===== config.mk =====
export PLATFORM = sky130hd
export DESIGN_NAME = bracket_checked_run_length_tokenizer
export DESIGN_NICKNAME = d
export VERILOG_FILES = /design/src/hdl/brlt_pkg.sv /design/src/hdl/brlt_core.sv /design/src/hdl/brlt_fifo.sv /design/src/hdl/bracket_checked_run_length_tokenizer.sv
export SDC_FILE = /design/constraint.sdc
export NUM_CORES = 1
export LEC_CHECK = 0
export BUFFER_PORTS_ARGS = -buffer_cell sky130_fd_sc_hd__buf_2
export CORE_MARGIN = 3
export CORE_UTILIZATION = 47
export DETAILED_ROUTE_END_ITERATION = 16
export GPL_ROUTABILITY_DRIVEN = 1
export PLACE_DENSITY = 0.66
export SYNTH_ARGS = -nofsm -noshare
export SYNTH_HDL_FRONTEND = slang
export SYNTH_SLANG_ARGS = --single-unit

===== constraint.sdc =====
create_clock -name clk -period 7.8 [get_ports clk]
set_input_delay 1.17 -clock clk [delete_from_list [all_inputs] [get_ports clk]]
set_output_delay 1.17 -clock clk [all_outputs]
set_load 0.05 [all_outputs]

===== src/hdl/brlt_pkg.sv =====
`default_nettype none
// ---------------------------------------------------------------------------
// brlt_pkg
// shared types and codes of the bracket checked run length tokenizer
// ---------------------------------------------------------------------------
package brlt_pkg;

  localparam logic [3:0] OP_PLUS   = 4'd0;
  localparam logic [3:0] OP_MINUS  = 4'd1;
  localparam logic [3:0] OP_RIGHT  = 4'd2;
  localparam logic [3:0] OP_LEFT   = 4'd3;
  localparam logic [3:0] OP_OUTPUT = 4'd4;
  localparam logic [3:0] OP_INPUT  = 4'd5;
  localparam logic [3:0] OP_OPEN   = 4'd6;
  localparam logic [3:0] OP_CLOSE  = 4'd7;
  localparam logic [3:0] OP_END    = 4'd8;

  localparam logic [1:0] ERR_NONE      = 2'd0;
  localparam logic [1:0] ERR_UNM_CLOSE = 2'd1;
  localparam logic [1:0] ERR_UNM_OPEN  = 2'd2;
  localparam logic [1:0] ERR_OVERFLOW  = 2'd3;

  localparam logic KIND_CHAR = 1'b0;
  localparam logic KIND_END  = 1'b1;

  localparam logic [7:0] CH_PLUS   = 8'h2b;
  localparam logic [7:0] CH_MINUS  = 8'h2d;
  localparam logic [7:0] CH_RIGHT  = 8'h3e;
  localparam logic [7:0] CH_LEFT   = 8'h3c;
  localparam logic [7:0] CH_OUTPUT = 8'h2e;
  localparam logic [7:0] CH_INPUT  = 8'h2c;
  localparam logic [7:0] CH_OPEN   = 8'h5b;
  localparam logic [7:0] CH_CLOSE  = 8'h5d;

  localparam int FIFO_DEPTH = 4;
  localparam int FIFO_AW    = $clog2(FIFO_DEPTH);

  typedef struct packed {
    logic [3:0]  op;
    logic [15:0] repeat_res;
    logic [7:0]  depth;
    logic [1:0]  error;
    logic [31:0] position;
    logic        last;
  } brlt_res_t;

  typedef struct packed {
    logic [1:0] cnt;
    brlt_res_t  r0;
    brlt_res_t  r1;
  } brlt_step_t;

endpackage
`default_nettype wire


===== src/hdl/brlt_core.sv =====
`default_nettype none
// ---------------------------------------------------------------------------
// brlt_core
// tokenizer state and the single pass step that yields up to two results
// ---------------------------------------------------------------------------
module brlt_core
  import brlt_pkg::*;
#(
  parameter int RUN_MAX   = 65535,
  parameter int DEPTH_MAX = 255
) (
  input  wire logic       clk,
  input  wire logic       rst_n,
  input  wire logic       step_en,
  input  wire logic       kind,
  input  wire logic [7:0] ch,
  output brlt_step_t      step
);

  logic [2:0]  run_op_r, run_op_nxt;
  logic        run_valid_r, run_valid_nxt;
  logic [15:0] run_count_r, run_count_nxt;
  logic [7:0]  nest_depth_r, nest_depth_nxt;
  logic [31:0] char_index_r, char_index_nxt;
  logic        halted_r, halted_nxt;

  logic        is_simple, is_open, is_close;
  logic [2:0]  sop;
  logic        extend, flush, has_main;
  brlt_res_t   flush_res, main_res;

  always_comb begin
    is_simple = 1'b1;
    is_open   = 1'b0;
    is_close  = 1'b0;
    sop       = 3'd0;
    case (ch)
      CH_PLUS:   sop = OP_PLUS[2:0];
      CH_MINUS:  sop = OP_MINUS[2:0];
      CH_RIGHT:  sop = OP_RIGHT[2:0];
      CH_LEFT:   sop = OP_LEFT[2:0];
      CH_OUTPUT: sop = OP_OUTPUT[2:0];
      CH_INPUT:  sop = OP_INPUT[2:0];
      CH_OPEN: begin
        is_simple = 1'b0;
        is_open   = 1'b1;
      end
      CH_CLOSE: begin
        is_simple = 1'b0;
        is_close  = 1'b1;
      end
      default:   is_simple = 1'b0;
    endcase
  end

  always_comb begin
    extend = run_valid_r && (run_op_r == sop) && (run_count_r < 16'(RUN_MAX));
    if (kind == KIND_END) begin
      flush    = run_valid_r;
      has_main = 1'b1;
    end else begin
      flush    = run_valid_r && ((is_simple && !extend) || is_open || is_close);
      has_main = is_open || is_close;
    end

    flush_res.op         = {1'b0, run_op_r};
    flush_res.repeat_res = run_count_r;
    flush_res.depth      = nest_depth_r;
    flush_res.error      = ERR_NONE;
    flush_res.position   = '0;
    flush_res.last       = !has_main;

    main_res.repeat_res = '0;
    main_res.depth      = nest_depth_r;
    main_res.position   = '0;
    main_res.last       = 1'b1;
    main_res.error      = ERR_NONE;
    if (kind == KIND_END) begin
      main_res.op = OP_END;
      if (nest_depth_r != 8'd0) main_res.error = ERR_UNM_OPEN;
    end else if (is_open) begin
      main_res.op = OP_OPEN;
      if (nest_depth_r >= 8'(DEPTH_MAX)) begin
        main_res.error    = ERR_OVERFLOW;
        main_res.position = char_index_r;
      end
    end else begin
      main_res.op = OP_CLOSE;
      if (nest_depth_r == 8'd0) begin
        main_res.error    = ERR_UNM_CLOSE;
        main_res.position = char_index_r;
      end
    end

    step.r0 = flush ? flush_res : main_res;
    step.r1 = main_res;
    if (!step_en || halted_r) step.cnt = 2'd0;
    else                      step.cnt = {1'b0, flush} + {1'b0, has_main};
  end

  always_comb begin
    run_op_nxt     = run_op_r;
    run_valid_nxt  = run_valid_r;
    run_count_nxt  = run_count_r;
    nest_depth_nxt = nest_depth_r;
    char_index_nxt = char_index_r;
    halted_nxt     = halted_r;
    if (step_en && !halted_r) begin
      if (flush) begin
        run_valid_nxt = 1'b0;
        run_count_nxt = '0;
      end
      if (kind == KIND_END) begin
        halted_nxt = 1'b1;
      end else begin
        char_index_nxt = char_index_r + 32'd1;
        if (is_simple) begin
          if (extend) begin
            run_count_nxt = run_count_r + 16'd1;
          end else begin
            run_op_nxt    = sop;
            run_count_nxt = 16'd1;
            run_valid_nxt = 1'b1;
          end
        end else if (is_open) begin
          if (nest_depth_r >= 8'(DEPTH_MAX)) halted_nxt = 1'b1;
          else nest_depth_nxt = nest_depth_r + 8'd1;
        end else if (is_close) begin
          if (nest_depth_r == 8'd0) halted_nxt = 1'b1;
          else nest_depth_nxt = nest_depth_r - 8'd1;
        end
      end
    end
  end

  always_ff @(posedge clk) begin
    if (!rst_n) begin
      run_op_r     <= '0;
      run_valid_r  <= 1'b0;
      run_count_r  <= '0;
      nest_depth_r <= '0;
      char_index_r <= '0;
      halted_r     <= 1'b0;
    end else begin
      run_op_r     <= run_op_nxt;
      run_valid_r  <= run_valid_nxt;
      run_count_r  <= run_count_nxt;
      nest_depth_r <= nest_depth_nxt;
      char_index_r <= char_index_nxt;
      halted_r     <= halted_nxt;
    end
  end

endmodule
`default_nettype wire


===== src/hdl/brlt_fifo.sv =====
`default_nettype none
// ---------------------------------------------------------------------------
// brlt_fifo
// result queue taking up to two results per cycle and giving one while out_ready is high
// ---------------------------------------------------------------------------
module brlt_fifo
  import brlt_pkg::*;
(
  input  wire logic  clk,
  input  wire logic  rst_n,
  input  brlt_step_t push,
  output logic       room,
  output logic       out_valid,
  input  wire logic  out_ready,
  output brlt_res_t  out_res
);

  brlt_res_t            mem_r [FIFO_DEPTH];
  logic [FIFO_AW-1:0]   wr_ptr_r, wr_ptr_nxt;
  logic [FIFO_AW-1:0]   rd_ptr_r, rd_ptr_nxt;
  logic [FIFO_AW:0]     count_r, count_nxt;
  logic                 pop;

  assign room      = count_r <= (FIFO_AW + 1)'(FIFO_DEPTH - 2);
  assign out_valid = count_r != '0;
  assign out_res   = mem_r[rd_ptr_r];
  assign pop       = out_valid && out_ready;

  always_comb begin
    wr_ptr_nxt = wr_ptr_r + FIFO_AW'(push.cnt);
    rd_ptr_nxt = rd_ptr_r + FIFO_AW'(pop);
    count_nxt  = count_r + (FIFO_AW + 1)'(push.cnt) - (FIFO_AW + 1)'(pop);
  end

  always_ff @(posedge clk) begin
    if (push.cnt != 2'd0) mem_r[wr_ptr_r] <= push.r0;
    if (push.cnt == 2'd2) mem_r[wr_ptr_r + FIFO_AW'(1)] <= push.r1;
  end

  always_ff @(posedge clk) begin
    if (!rst_n) begin
      wr_ptr_r <= '0;
      rd_ptr_r <= '0;
      count_r  <= '0;
    end else begin
      wr_ptr_r <= wr_ptr_nxt;
      rd_ptr_r <= rd_ptr_nxt;
      count_r  <= count_nxt;
    end
  end

endmodule
`default_nettype wire


===== src/hdl/bracket_checked_run_length_tokenizer.sv =====
`default_nettype none
// ---------------------------------------------------------------------------
// bracket_checked_run_length_tokenizer
// merges runs of command symbols into tokens and checks bracket nesting
// ---------------------------------------------------------------------------
//  channel | direction | contents
//  in_     | slave     | tdata: ch; tuser: kind (1 = end of source)
//  out_    | master    | tdata: op, repeat_res, depth, error, position; tlast: last
//
//  one input transfer per cycle while the input is not stalled; its path runs
//  through the input register, one step of logic and the result queue, and a
//  result can be taken once it is in the queue; the input stalls while the
//  four entry result queue holds more than two results
//  synchronous active low reset clears the run, depth, position and halt state
//  after an end item or an error, further items are taken and dropped until reset
// ---------------------------------------------------------------------------
module bracket_checked_run_length_tokenizer
  import brlt_pkg::*;
#(
  parameter int RUN_MAX   = 65535,
  parameter int DEPTH_MAX = 255
) (
  input  wire logic        clk,
  input  wire logic        rst_n,
  input  wire logic        in_tvalid,
  output logic             in_tready,
  input  wire logic [7:0]  in_tdata,   // ch[7:0]
  input  wire logic        in_tuser,   // kind[0]
  output logic             out_tvalid,
  input  wire logic        out_tready,
  output logic [63:0]      out_tdata,  // op[3:0] repeat_res[19:4] depth[27:20]
                                       // error[29:28] position[61:30] zero[63:62]
  output logic             out_tlast
);

  logic       in_vld_r, in_vld_nxt;
  logic       in_kind_r;
  logic [7:0] in_ch_r;
  logic       room, step_en;
  brlt_step_t step;
  brlt_res_t  res;

  assign step_en    = in_vld_r && room;
  assign in_tready  = !in_vld_r || step_en;
  assign in_vld_nxt = in_tready ? in_tvalid : in_vld_r;

  always_ff @(posedge clk) begin
    if (!rst_n) begin
      in_vld_r <= 1'b0;
    end else begin
      in_vld_r <= in_vld_nxt;
    end
  end

  always_ff @(posedge clk) begin
    if (in_tvalid && in_tready) begin
      in_kind_r <= in_tuser;
      in_ch_r   <= in_tdata;
    end
  end

  brlt_core #(
    .RUN_MAX   (RUN_MAX),
    .DEPTH_MAX (DEPTH_MAX)
  ) u_core (
    .clk     (clk),
    .rst_n   (rst_n),
    .step_en (step_en),
    .kind    (in_kind_r),
    .ch      (in_ch_r),
    .step    (step)
  );

  brlt_fifo u_fifo (
    .clk       (clk),
    .rst_n     (rst_n),
    .push      (step),
    .room      (room),
    .out_valid (out_tvalid),
    .out_ready (out_tready),
    .out_res   (res)
  );

  assign out_tdata = {2'b00, res.position, res.error, res.depth, res.repeat_res, res.op};
  assign out_tlast = res.last;

endmodule
`default_nettype wire


After elaboration in Yosys (flattened, before gate mapping)
Memories as Yosys holds them, arrays and structs flattened. A register that Yosys moved wholly into a read port is not among the register bits.
Index checks and enable logic that the tools add are counted.
W data, S select, Z words.
Cells by class
  reductions and logical operators: 30
  magnitude comparators: 3
  eq/ne operators: 14
  muxes and demuxes: 39
  bitwise logic cells: 3
  add/sub/neg operators: 10
Operator list (number)
  $mux W34: 2
  $mux W16: 4
  $mux W63: 1
  $eq A8 B6 Y1 const B: 6
  $mux W33: 1
  $add A32 B1 Y32 const B: 1
  $mux W32: 1
  $mux W8: 4
  $mux W1: 20
  $add A16 B1 Y16 const B: 1
  $eq A8 B7 Y1 const B: 2
  $lt A16 B16 Y1 const B: 1
  $pmux W3 S5: 1
  $reduce_bool A3 Y1: 3
  $add A8 B1 Y8 const B: 1
  $ge A8 B8 Y1 const B: 1
  $logic_and A1 B1 Y1: 8
  $logic_not A8 Y1: 1
  $mux W2: 4
  $reduce_bool A8 Y1: 1
  $sub A8 B1 Y8 const B: 1
  $reduce_and A6 Y1: 1
  $reduce_or A6 Y1: 1
  $logic_not A1 Y1: 5
  19 further kinds: 27
Storage, ports and cells
  input bits: 13
  logic and storage cells: 112
  memories kept: 1
  memory bits (writable): 252
  flip-flop bits (word level): 78
  output and inout port bits: 67
Memories
  u_fifo.mem_r: words 4, bits a word 63, rd ports 1, clocked after Yosys merged registers in 1, write ports 2, line brlt_fifo.sv:18  | brlt_res_t mem_r [FIFO_DEPTH];

Longest topological paths before layout
Gate-level depths: netlist (run 1).
  depth after elaboration: 16
  mapped depth: 16
  gate-level depth less buffers: 13

By module
From an unflattened synthesis (run 1), not the netlist that was laid out.
Second synthesis, totals
  cell total of the unflattened synthesis: 1221
  area, all modules: 17615.6 µm²
By module, submodules not included
  brlt_fifo: area an instance 12619.6 µm², instances 1, seq. area each 7707.4 µm², cells an instance 654
  brlt_core: area an instance 4642.0 µm², instances 1, seq. area each 1221.2 µm², cells an instance 549
  bracket_checked_run_length_tokenizer: area an instance 354.1 µm², instances 1, seq. area each 290.3 µm², cells an instance 18

Worst setup path after synthesis (run 1)
Ideal clock, no wire load.
  path type: reg-to-reg
  start point: register in_ch_r[7]
  end point: memory u_fifo.mem_r[1][10] in the netlist's numbering, enable pin
  path buffers: 4
  arrival: 4.387 ns
  clock period less this slack: 4.813 ns
  stages on the path, launching flop included: 14
  setup time: 0.426 ns
  setup slack: 2.987 ns
  required time: 7.374 ns
  cell sequence: edfxtp_1 > or3b_1 > buf_2 > o41a_1 > nor3_4 > a21bo_1 > buf_6 > nand2_1 > ha_1 > nand2b_1 > a211o_1 > clkbuf_1 > inv_1 > clkbuf_1
RTL lines
  start, declared: line bracket_checked_run_length_tokenizer.sv:38  | logic [7:0] in_ch_r;
  start signal, assigned: line bracket_checked_run_length_tokenizer.sv:58  | in_ch_r <= in_tdata;
  end, declared: line brlt_fifo.sv:18

==> run metrics, run 1 <==
Final ANT Viol Nets 0; cell count after synthesis 1,178; IO buf count 77; # diodes 0; RSZ-0062 raised after global routing no; vias per cell 5.78; Nets 1,247; average cell area after synthesis 12.5 µm²; Fill cells 2,594; post-synthesis sequential area ratio 58.2%; Layout Skew 0.0129 ns; CORE AREA 30,700 µm²; # DRC 0; post-cts resize count 0; status finished, final reports clean; Worst Setup Start Kind register; Initial Util 47.9%; most frequent cells in the layout 199 x nor2_1, 193 x edfxtp_1, 135 x dfxtp_1, 77 x buf_2, 70 x a22o_1; Fmax 0.184 GHz; DRT iter0 DRCs 922; Hold Path Class reg -> reg; # H-tree levels 2; Clk pin slew, worst setup/hold paths 0.05 ns; Synth Warn # 0; Die Area 33,400 µm²; VDD IR max 124 µV; Routed wire per std cell 19.7 µm; critical-path cell list or3b_1, o41a_1, nor3_4, a21bo_1, nand2_1, ha_1, nand2b_1, or2_2, or3_1, and2_1, inv_2, buf_4; Register Area 8550 µm²; setup TNS 0 ns; total grt overflow 0; Worst Tran Pin Value 1.14 ns; multi-input logic area 5610 µm²; Netlist cell types 84; Clock Latency Late Sink 0.51 ns; worst hold slack 0.474 ns; critical path's top delay family simple AND/OR/NAND/NOR gates; CP Max Fanout 33; fin crit share 69.7%; CTS Hold Bufs 0; Clock Tree Buf Depth 3; Die Span Y 183 µm; Post-Route WL 32,300 µm; CP max stage cell inv_2; worst path required time 7.96 ns; number of antenna violations at the first check in global routing 0; Final Hold Vio Count 0; FP Rows 64; Synth Flop Type edfxtp_1; kind of critical path reg -> reg; Root Buffer clkbuf_16; first-pass GRT wire length 51,700 µm; ratio of cells with drive above 1 in the final layout 18.8%; fin crit period 5.44 ns; GRT Util Overall 19.3%; CP Capture Type register; number of buffers created by CTS 35; number of synthesized flops with an enable pin 193; LEAKAGE 0.00518 µW; FF-to-FF setup slack 2.36 ns; max cap viols 0; most common cell after layout, fill and taps aside nor2_1; post-CTS setup repair buffer count 0; DR pass1 iterations 5; via count 9,491; CTS tree built; IO Pins 80; Clock Sinks 330; Area Overhead vs Synth 11.1%; slew margin rel. 23.5%; Crit path arrival time 5.59 ns; Synth Register Bits 330; Max stage delay on crit path 0.58 ns; endpoints failing setup 0; Detail Placement HPWL 19,400 µm; Die X 183 µm; Pins Over Slew Limit 0; crit path buf inv count 2; Post-synth ARST share 0%; synthesized cell area 14,700 µm²; pin count of the biggest net entering global routing 65; pwr/cell area 269 nW/µm²; gpl congestion 0.849; number of global-route vias before repair 9,429
[stage by stage]
step	instance area [µm²]	util (%)	total power (µW)	std cells	worst slack (ns)
6_report	16300	53.2	4390	1641	2.36
2_1_floorplan	14700	-	2640	1179	2.99
3_5_place_dp	15200	49.5	2830	1577	2.34
3_3_place_gp	15200	49.5	2830	1577	2.45
5_1_grt	16300	53.2	4550	1641	2.05
4_1_cts	16300	53.2	4440	1641	2.33
[per-layer routing]
metal / up-vias / track usage (%) / routed length, µm
met2: 252 / 32.2 / 15700
met5: - / 0 / 0
li1: 4439 / - / -
met3: 44 / 2.89 / 1530
met1: 4756 / 26.8 / 14600
met4: 0 / 4.75 / 524
[where the power goes]
| group | leakage [µW] | switching (µW) | internal [µW] |
|---|---|---|---|
| logic | 0.00197 | 554 | 271 |
| clock network | 0.000557 | 663 | 946 |
| registers | 0.00266 | 76.0 | 1880 |
[sequential cells by signal (all words and copies together) (netlist names), 2 cells and up]
register             count
in_ch_r                  8
u_core.char_index_r     32
u_core.nest_depth_r      8
u_core.run_count_r      16
u_core.run_op_r          3
u_fifo.count_r           3
u_fifo.mem_r           252
u_fifo.rd_ptr_r          2
u_fifo.wr_ptr_r          2
[cell type report]
cell class / instances / share of cell area (%)
timing repair buffer: 87 / 2.82
clock inverter: 15 / 0.883
clock buffer: 49 / 5.96
sequential: 330 / 52.4
inverter: 21 / 0.484
tap: 396 / 3.04
multi-input combinational: 743 / 34.4
[path summary, 6_finish.rpt]
check                startpoint             endpoint  cells after the start
min reg2reg  u_fifo.mem_r[2][0]   u_fifo.mem_r[2][0]                      1
min          u_fifo.mem_r[2][0]   u_fifo.mem_r[2][0]                      1
max                  in_ch_r[7]  u_fifo.mem_r[0][42]                     12
max reg2reg          in_ch_r[7]  u_fifo.mem_r[0][42]                     12
[synth_stat cells (all sizes together) (23+ instances only)]
library cell,instances,area share [%]
and2,47,2.0
or3,23,0.99
nor2,199,5.1
edfxtp,193,39
a21oi,31,1.4
dfxtp,137,19
a22o,70,4.2
nand3,28,1.0
buf,42,1.8
clkbuf,42,1.2
mux4,63,9.7
nand2,68,1.7
[kinds of logic (layout without fill, tap and decap cells)]
kind of cell    after synthesis  after routing  share of synthesized area (%)
simple gates                441            441                           14.5
flops                       330            330                           58.2
compound gates              174            174                           9.61
buf+inv                     106            172                           3.67
mux                          71             71                           10.2
xor+xnor                     39             39                           2.33
fa+ha+maj                    16             16                           1.47
other cells                   1              2                         0.0255
(Power assumes the default switching activity.)
==> inputs of run 2 (changes only) <==
--- a/config.mk
+++ b/config.mk
@@ -5,6 +5,7 @@
 export SDC_FILE = /design/constraint.sdc
 export NUM_CORES = 1
 export LEC_CHECK = 0
+export ABC_AREA = 1
 export BUFFER_PORTS_ARGS = -buffer_cell sky130_fd_sc_hd__buf_2
 export CORE_MARGIN = 3
 export CORE_UTILIZATION = 47
==> constraint.sdc (replaced) <==
create_clock -name clk -period 5.58 [get_ports clk]
set_input_delay 0.837 -clock clk [delete_from_list [all_inputs] [get_ports clk]]
set_output_delay 0.837 -clock clk [all_outputs]
set_load 0.05 [all_outputs]
==> run 2 against run 1 <==
Compared with the run above:
- design area is 2.1% higher
- critical path depth is 10 higher
- wire length up 15%
- synthesized area grew 1.7%
- sequential power is 45% higher
- sequential share of layout area shrank 1.1 points
- setup slack worse by 1.4 ns
- core utilization rose by 0.69 points
- synthesized cell count rose by 43%
- register-to-register slack got worse by 1.4 ns
- power is 66% higher
- sequential cell count stayed put
==> run metrics, run 2 <==
Crit path arrival time 5.00 ns (was 5.59 ns); CP Max Fanout 33 (unchanged); Post-synth top cells 377 x nor2_1, 252 x o21ai_0, 216 x nand2_1 (was 199 x nor2_1, 193 x edfxtp_1, 137 x dfxtp_1); R2R Path End u_fifo.mem_r[0][31] (was u_fifo.mem_r[0][42]); Die Area 33,900 µm² (was 33,400 µm²); switching power 2820 µW (was 1290 µW); number of antenna violations at the first check in global routing 0 (unchanged); Clk pin slew, worst setup/hold paths 0.06 ns (was 0.05 ns); Flop pwr share 38.5% (was 44.5%); Clock Tree Buf Depth 3 (unchanged); R2R depth 22 (was 12); synthesized cell area 14,900 µm² (was 14,700 µm²); Crit. Startpoint u_core.run_count_r[0] (was in_ch_r[7]); most frequent cells in the layout 377 x nor2_1, 252 x o21ai_0, 215 x nand2_1, 193 x edfxtp_1, 135 x dfxtp_1 (was 199 x nor2_1, 193 x edfxtp_1, 135 x dfxtp_1, 77 x buf_2, 70 x a22o_1); CP most frequent cell nor2_1; FP Rows 64 (unchanged); final worst slack 0.916 ns (was 2.36 ns); Pins Over Slew Limit 0 (unchanged); CP max stage cell nand3_2 (was inv_2); setup TNS 0 ns (unchanged); Hold Path Class reg -> reg (unchanged); Clock Latency Late Sink 0.52 ns (was 0.51 ns); IO buf count 77 (unchanged); combinational power share 29.4% (was 18.8%); top cell type's share of synthesized area 38.8% (was 39.5%); Netlist cell types 41 (was 84); Synth Register Bits 330 (unchanged); ratio of cells with drive above 1 in the final layout 10.8% (was 18.8%); # H-tree levels 2 (unchanged); Nets 1,758 (was 1,247); critical-path cell list ha_1, nand2_1, nor2_1, nand4_1, nand3_1, nor2_1, nand2_1, nand2_1, nand2_2, nand2_2, inv_2, ha_1, inv_1, nor2_2, nor2_1, inv_2, nand3_4, nor2_2, nand2_2, nand2_4, nand3_2, nor2_1 (was or3b_1, o41a_1, nor3_4, a21bo_1, nand2_1, ha_1, nand2b_1, or2_2, or3_1, and2_1, inv_2, buf_4); pin count of the biggest net entering global routing 100 (was 65); cell count after synthesis 1,686 (was 1,178); number of synthesized flops with an enable pin 193 (unchanged); # diodes 0 (unchanged); fin crit period 4.66 ns (was 5.44 ns); post-CTS setup repair buffer count 0 (unchanged); post-cts resize count 0 (unchanged); Largest register FFs 252 (unchanged); top cells by area, synth edfxtp_1 39%, dfxtp_1 18%, nor2_1 9.5% (was edfxtp_1 39%, dfxtp_1 19%, mux4_2 9.7%); number of buffers created by CTS 37 (was 35); Worst Tran Pin Value 1.18 ns (was 1.14 ns); LEAKAGE 0.00566 µW (was 0.00518 µW); average cell area after synthesis 8.85 µm² (was 12.5 µm²); number of global-route vias before repair 11,400 (was 9,429); Detail Placement HPWL 22,700 µm (was 19,400 µm); DR pass1 iterations 5 (unchanged); VDD IR max 296 µV (was 124 µV); Post-Route WL 37,200 µm (was 32,300 µm); max cap viols 0 (unchanged); fin crit share 83.6% (was 69.7%); Clock power frac 32.1% (was 36.7%); largest registers u_fifo.mem_r: 252 flops, u_core.char_index_r: 32 flops, u_core.run_count_r: 16 flops (unchanged); Crit path depth 22 (was 12); Int Pwr 4480 µW (was 3090 µW); Synth Warn # 0 (unchanged); Initial Util 48.3% (was 47.9%); gpl congestion 0.906 (was 0.849); CTS Hold Bufs 0 (unchanged); CTS tree built (unchanged); Final Hold Vio Count 0 (unchanged); Root Buffer clkbuf_16 (unchanged); Worst Setup Start Kind register (unchanged); RSZ-0062 raised after global routing no (unchanged); Largest Register u_fifo.mem_r (unchanged); critical path's top delay family simple AND/OR/NAND/NOR gates (unchanged); CP endpoint u_fifo.mem_r[0][31] (was u_fifo.mem_r[0][42]); vias per cell 5.54 (was 5.78); post-synthesis sequential area ratio 57.2% (was 58.2%); CORE AREA 30,900 µm² (was 30,700 µm²); top cell type by total area after synthesis edfxtp_1 (unchanged); total grt overflow 0 (unchanged); slew margin rel. 21.4% (was 23.5%); kind of critical path reg -> reg (unchanged); IO Pins 80 (unchanged); count leader, synth nor2_1 (unchanged); Fmax 0.214 GHz (was 0.184 GHz); Fill cells 2,839 (was 2,594); first-pass GRT wire length 60,300 µm (was 51,700 µm); # DRC 0 (unchanged); Post-synth ARST share 0% (unchanged); Layout Skew 0.0207 ns (was 0.0129 ns); Clock Sinks 330 (unchanged); worst path required time 5.92 ns (was 7.96 ns); Die X 184 µm (was 183 µm); Max stage delay on crit path 0.66 ns (was 0.58 ns); endpoints failing setup 0 (unchanged); Final ANT Viol Nets 0 (unchanged); sw frac 38.6% (was 29.5%); DP Worst Slack 0.920 ns (was 2.34 ns); CP Capture Type register (unchanged); Area Overhead vs Synth 11.5% (was 11.1%); pwr/cell area 439 nW/µm² (was 269 nW/µm²); Synth Flop Type edfxtp_1 (unchanged); RR Startpoint u_core.run_count_r[0] (was in_ch_r[7]); crit path buf inv count 3 (was 2); most common cell after layout, fill and taps aside nor2_1 (unchanged); Routed wire per std cell 17.3 µm (was 19.7 µm); GRT Util Overall 22.1% (was 19.3%); status finished, final reports clean (unchanged); FF-to-FF setup slack 0.92 ns (was 2.36 ns); Die Span Y 184 µm (was 183 µm); via count 11,900 (was 9,491); DRT iter0 DRCs 1,035 (was 922)
## run 2: how the worst min path moves through the flow
stage	startpoint	end	slack [ns]	cells past startpoint
detailed placement	u_fifo.mem_r[2][52]	u_fifo.mem_r[2][52]	0.44	2
global route	in_tdata[1]	in_ch_r[1]	0.47	1
CTS	u_fifo.mem_r[2][52]	u_fifo.mem_r[2][52]	0.46	2
global placement	u_fifo.mem_r[2][55]	u_fifo.mem_r[2][55]	0.43	2
finish	u_fifo.mem_r[2][52]	u_fifo.mem_r[2][52]	0.45	2
floorplan	u_fifo.mem_r[1][43]	u_fifo.mem_r[1][43]	0.42	2
## run 2: power groups by stage
| stage | clock, µW | combinational (µW) | sequential [µW] |
|---|---|---|---|
| 6_report | 2340 | 2150 | 2820 |
| 5_1_grt | 2480 | 2290 | 2840 |
| 4_1_cts | 2380 | 2160 | 2820 |
| 3_5_place_dp | 0 | 2150 | 2870 |
| 3_3_place_gp | 0 | 2150 | 2860 |
| 2_1_floorplan | 0 | 1730 | 2730 |
## run 2: layout make-up
class / instances / area [µm²] / area share, %
sequential: 330 / 8540 / 51.3
multi-input combinational: 1140 / 5440 / 32.7
clock buffer: 49 / 1080 / 6.52
tap: 396 / 495 / 2.98
timing repair buffer: 91 / 490 / 2.95
inverter: 129 / 485 / 2.92
clock inverter: 19 / 106 / 0.639
## run 2: through the flow
step,total power (µW),cell area (µm²),cells,hold slack (ns),util (%)
final,7300,16600,2154,0.451,53.8
after global routing,7610,16600,2154,0.470,53.8
after CTS,7350,16600,2154,0.456,53.8
after detailed placement,5020,15500,2086,0.441,50.0
after global placement,5010,15500,2086,0.433,50.0
after floorplan,4460,14900,1687,0.423,-
## run 2: cell families after synthesis
logic type / count (synthesis) / synth area share (%)
AND/OR/NAND/NOR: 691 / 18.9
AO/OA/AOI/OAI: 401 / 14.3
flip-flops: 330 / 57.2
buffers and inverters: 217 / 6.40
XOR/XNOR: 30 / 1.76
adder cells (fa/ha/maj): 16 / 1.44
other: 1 / 0.0251
## run 2: layer usage
layer | vias up | global-route usage (%) | wire (µm)
li1 | 5791 | - | -
met1 | 5704 | 31.8 | 17100
met2 | 370 | 35.6 | 17200
met3 | 59 | 3.08 | 2290
met4 | 0 | 5.14 | 628
met5 | - | 0 | 0
## run 2: worst register-to-register path, stage by stage (launching register included)
cell,delay [ns]
dfxtp_1,0.41
ha_1,0.21
nand2_1,0.08
nor2_1,0.20
nand4_1,0.16
nand3_1,0.09
nor2_1,0.04
nand2_1,0.07
nand2_1,0.08
nand2_2,0.12
nand2_2,0.16
inv_2,0.34
ha_1,0.29
inv_1,0.09
nor2_2,0.16
nor2_1,0.09
inv_2,0.09
nand3_4,0.24
nor2_2,0.21
nand2_2,0.13
nand2_4,0.25
nand3_2,0.66
nor2_1,0.32
==> inputs of run 3 (changes only) <==
==> constraint.sdc (replaced) <==
create_clock -name clk -period 4.35 [get_ports clk]
set_input_delay 0.6525 -clock clk [delete_from_list [all_inputs] [get_ports clk]]
set_output_delay 0.6525 -clock clk [all_outputs]
set_load 0.05 [all_outputs]
==> run 3 against run 2 <==
Compared with the run above:
- power up 30%
- critical path type unchanged
- register-to-register slack worse by 0.56 ns
- global-route usage up 0.15 points
- die area unchanged
==> run metrics, run 3 (synthesized netlist as in run 2, its figures left out) <==
status finished, final reports clean (unchanged); RR Startpoint in_ch_r[5] (was u_core.run_count_r[0]); vias per cell 5.54 (about the same); R2R depth 21 (was 22); pwr/cell area 567 nW/µm² (was 439 nW/µm²); Worst Tran Pin Value 0.898 ns (was 1.18 ns); post-route cell area 16,800 µm² (was 16,600 µm²); FP Rows 64 (unchanged); Clock Tree Buf Depth 3 (unchanged); Initial Util 48.3% (unchanged); number of buffers created by CTS 36 (was 37); # diodes 0 (unchanged); CTS tree built (unchanged); hold endpoint in_ch_r[4] (was u_fifo.mem_r[2][52]); Hold Path Class in -> reg (was reg -> reg); final worst slack 0.357 ns (was 0.916 ns); slew margin rel. 40.1% (was 21.4%); hold-critical path depth 1 (was 2); total grt overflow 0 (unchanged); Clk pin slew, worst setup/hold paths 0.06 ns (about the same); Post-Route WL 37,400 µm (was 37,200 µm); post-cts resize count 0 (unchanged); Detail Placement HPWL 22,800 µm (was 22,700 µm); Largest Register u_fifo.mem_r (unchanged); Crit path arrival time 4.24 ns (was 5.00 ns); most common cell after layout, fill and taps aside nor2_1 (unchanged); setup TNS 0 ns (unchanged); Post-Place Cell Area 15,500 µm² (about the same); GRT Util Overall 22.2% (was 22.1%); # DRC 0 (unchanged); Die Area 33,900 µm² (unchanged); Area Overhead vs Synth 12.4% (was 11.5%); gpl congestion 0.901 (was 0.906); Fill cells 2,838 (was 2,839); CTS Hold Bufs 0 (unchanged); DRT iter0 DRCs 1,036 (was 1,035); CP Max Fanout 33 (unchanged); fin cells 2,161 (was 2,154); Largest register FFs 252 (unchanged); kind of critical path reg -> reg (unchanged); Die Span Y 184 µm (unchanged); hold path startpoint in_tdata[4] (was u_fifo.mem_r[2][52]); Final ANT Viol Nets 0 (unchanged); # H-tree levels 2 (unchanged); VDD IR max 363 µV (was 296 µV); Root Buffer clkbuf_16 (unchanged); Final Hold Vio Count 0 (unchanged); fin crit share 91.8% (was 83.6%); Fmax 0.250 GHz (was 0.214 GHz); fin crit period 3.99 ns (was 4.66 ns); Clock Latency Late Sink 0.52 ns (about the same); DR pass1 iterations 5 (unchanged); Clock Sinks 330 (unchanged); number of antenna violations at the first check in global routing 0 (unchanged); Worst Setup Start Kind register (unchanged); Routed wire per std cell 17.3 µm (about the same); post-CTS setup repair buffer count 0 (unchanged); pin count of the biggest net entering global routing 127 (was 100); LEAKAGE 0.00574 µW (was 0.00566 µW); largest registers u_fifo.mem_r: 252 flops, u_core.char_index_r: 32 flops, u_core.run_count_r: 16 flops (unchanged); CP Capture Type register (unchanged); Die X 184 µm (unchanged); R2R Path End u_fifo.mem_r[0][12] (was u_fifo.mem_r[0][31]); Pins Over Slew Limit 0 (unchanged); number of global-route vias before repair 11,700 (was 11,400); endpoints failing setup 0 (unchanged); Nets 1,766 (was 1,758); Layout Skew 0.0238 ns (was 0.0207 ns); DP Worst Slack 0.429 ns (was 0.920 ns); first-pass GRT wire length 61,200 µm (was 60,300 µm); Crit. Startpoint in_ch_r[5] (was u_core.run_count_r[0]); IO Pins 80 (unchanged); RSZ-0062 raised after global routing no (unchanged); ratio of cells with drive above 1 in the final layout 11.2% (was 10.8%); CORE AREA 30,900 µm² (unchanged); FF-to-FF setup slack 0.36 ns (was 0.92 ns); max cap viols 0 (unchanged); most frequent cells in the layout 377 x nor2_1, 252 x o21ai_0, 215 x nand2_1, 193 x edfxtp_1, 135 x dfxtp_1 (unchanged); worst path required time 4.60 ns (was 5.92 ns); IO buf count 77 (unchanged); via count 12,000 (was 11,900); placed cell count 2,095 (was 2,086)
run 3: cell count changes in the layout (fill, tap and decap cells not counted):
cell and change:
buf_4 +7, clkinv_2 -4, clkinvlp_4 -4, bufinv_16 +3, buf_12 +2, clkbuf_1 +2, clkbuf_16 -2, clkbuf_2 +2
clkinv_1 -2, inv_4 +2, clkbuf_8 +1, clkinv_8 +1, inv_6 -1
run 3: critical path, cell delays in order, from the launching register on:
cell      delay (ns)
edfxtp_1        0.42
nor2_1          0.12
nand3_1         0.10
nor2_1          0.47
nor2_1          0.12
inv_1           0.11
nor2_1          0.07
nand2_2         0.16
nand2_2         0.16
inv_2           0.10
ha_1            0.25
inv_1           0.11
nor2_2          0.07
nor2_1          0.18
inv_2           0.08
nand3_4         0.20
nor2_2          0.07
nand2_2         0.15
nand2_4         0.17
nand3_2         0.12
buf_4           0.39
nor2_1          0.09
run 3: where the power goes:
part           switching [µW]  total, µW  internal, µW
sequential                139       3530          3400
clock                    1220       3110          1890
combinational            2250       2860           612
total                    3610       9510          5900
run 3: final cells by class:
cell class / instances / area, µm² / area share [%]
Clock inverter: 14 / 159 / 0.948
Tap cell: 396 / 495 / 2.95
Multi-Input combinational cell: 1140 / 5440 / 32.4
Sequential cell: 330 / 8540 / 50.9
Inverter: 129 / 485 / 2.89
Clock buffer: 52 / 1070 / 6.36
Timing Repair Buffer: 100 / 583 / 3.48
run 3: worst max path at each step:
| stage | endpoint | slack (ns) |
|---|---|---|
| after floorplan | u_fifo.mem_r[1][35] | 0.12 |
| after global placement | u_fifo.mem_r[0][15] | 0.55 |
| after detailed placement | u_fifo.mem_r[0][12] | 0.43 |
| after CTS | u_fifo.mem_r[0][12] | 0.41 |
| after global routing | u_fifo.mem_r[0][17] | 0.02 |
| final | u_fifo.mem_r[0][12] | 0.36 |
run 3: per-layer routing:
layer / part of all wire (%) / global-route usage (%)
met1: 46 / 31.5
met5: 0 / 0
met3: 6.9 / 2.96
met4: 1.7 / 5.50
met2: 46 / 36.4
run 3: stage by stage:
| step | hold slack, ns | util, % | total power [µW] |
|---|---|---|---|
| after floorplan | 0.423 | - | 5720 |
| after global placement | 0.433 | 50.3 | 6440 |
| after detailed placement | 0.441 | 50.3 | 6460 |
| after CTS | 0.288 | 54.3 | 9570 |
| after global routing | 0.298 | 54.3 | 9910 |
| final | 0.308 | 54.3 | 9510 |
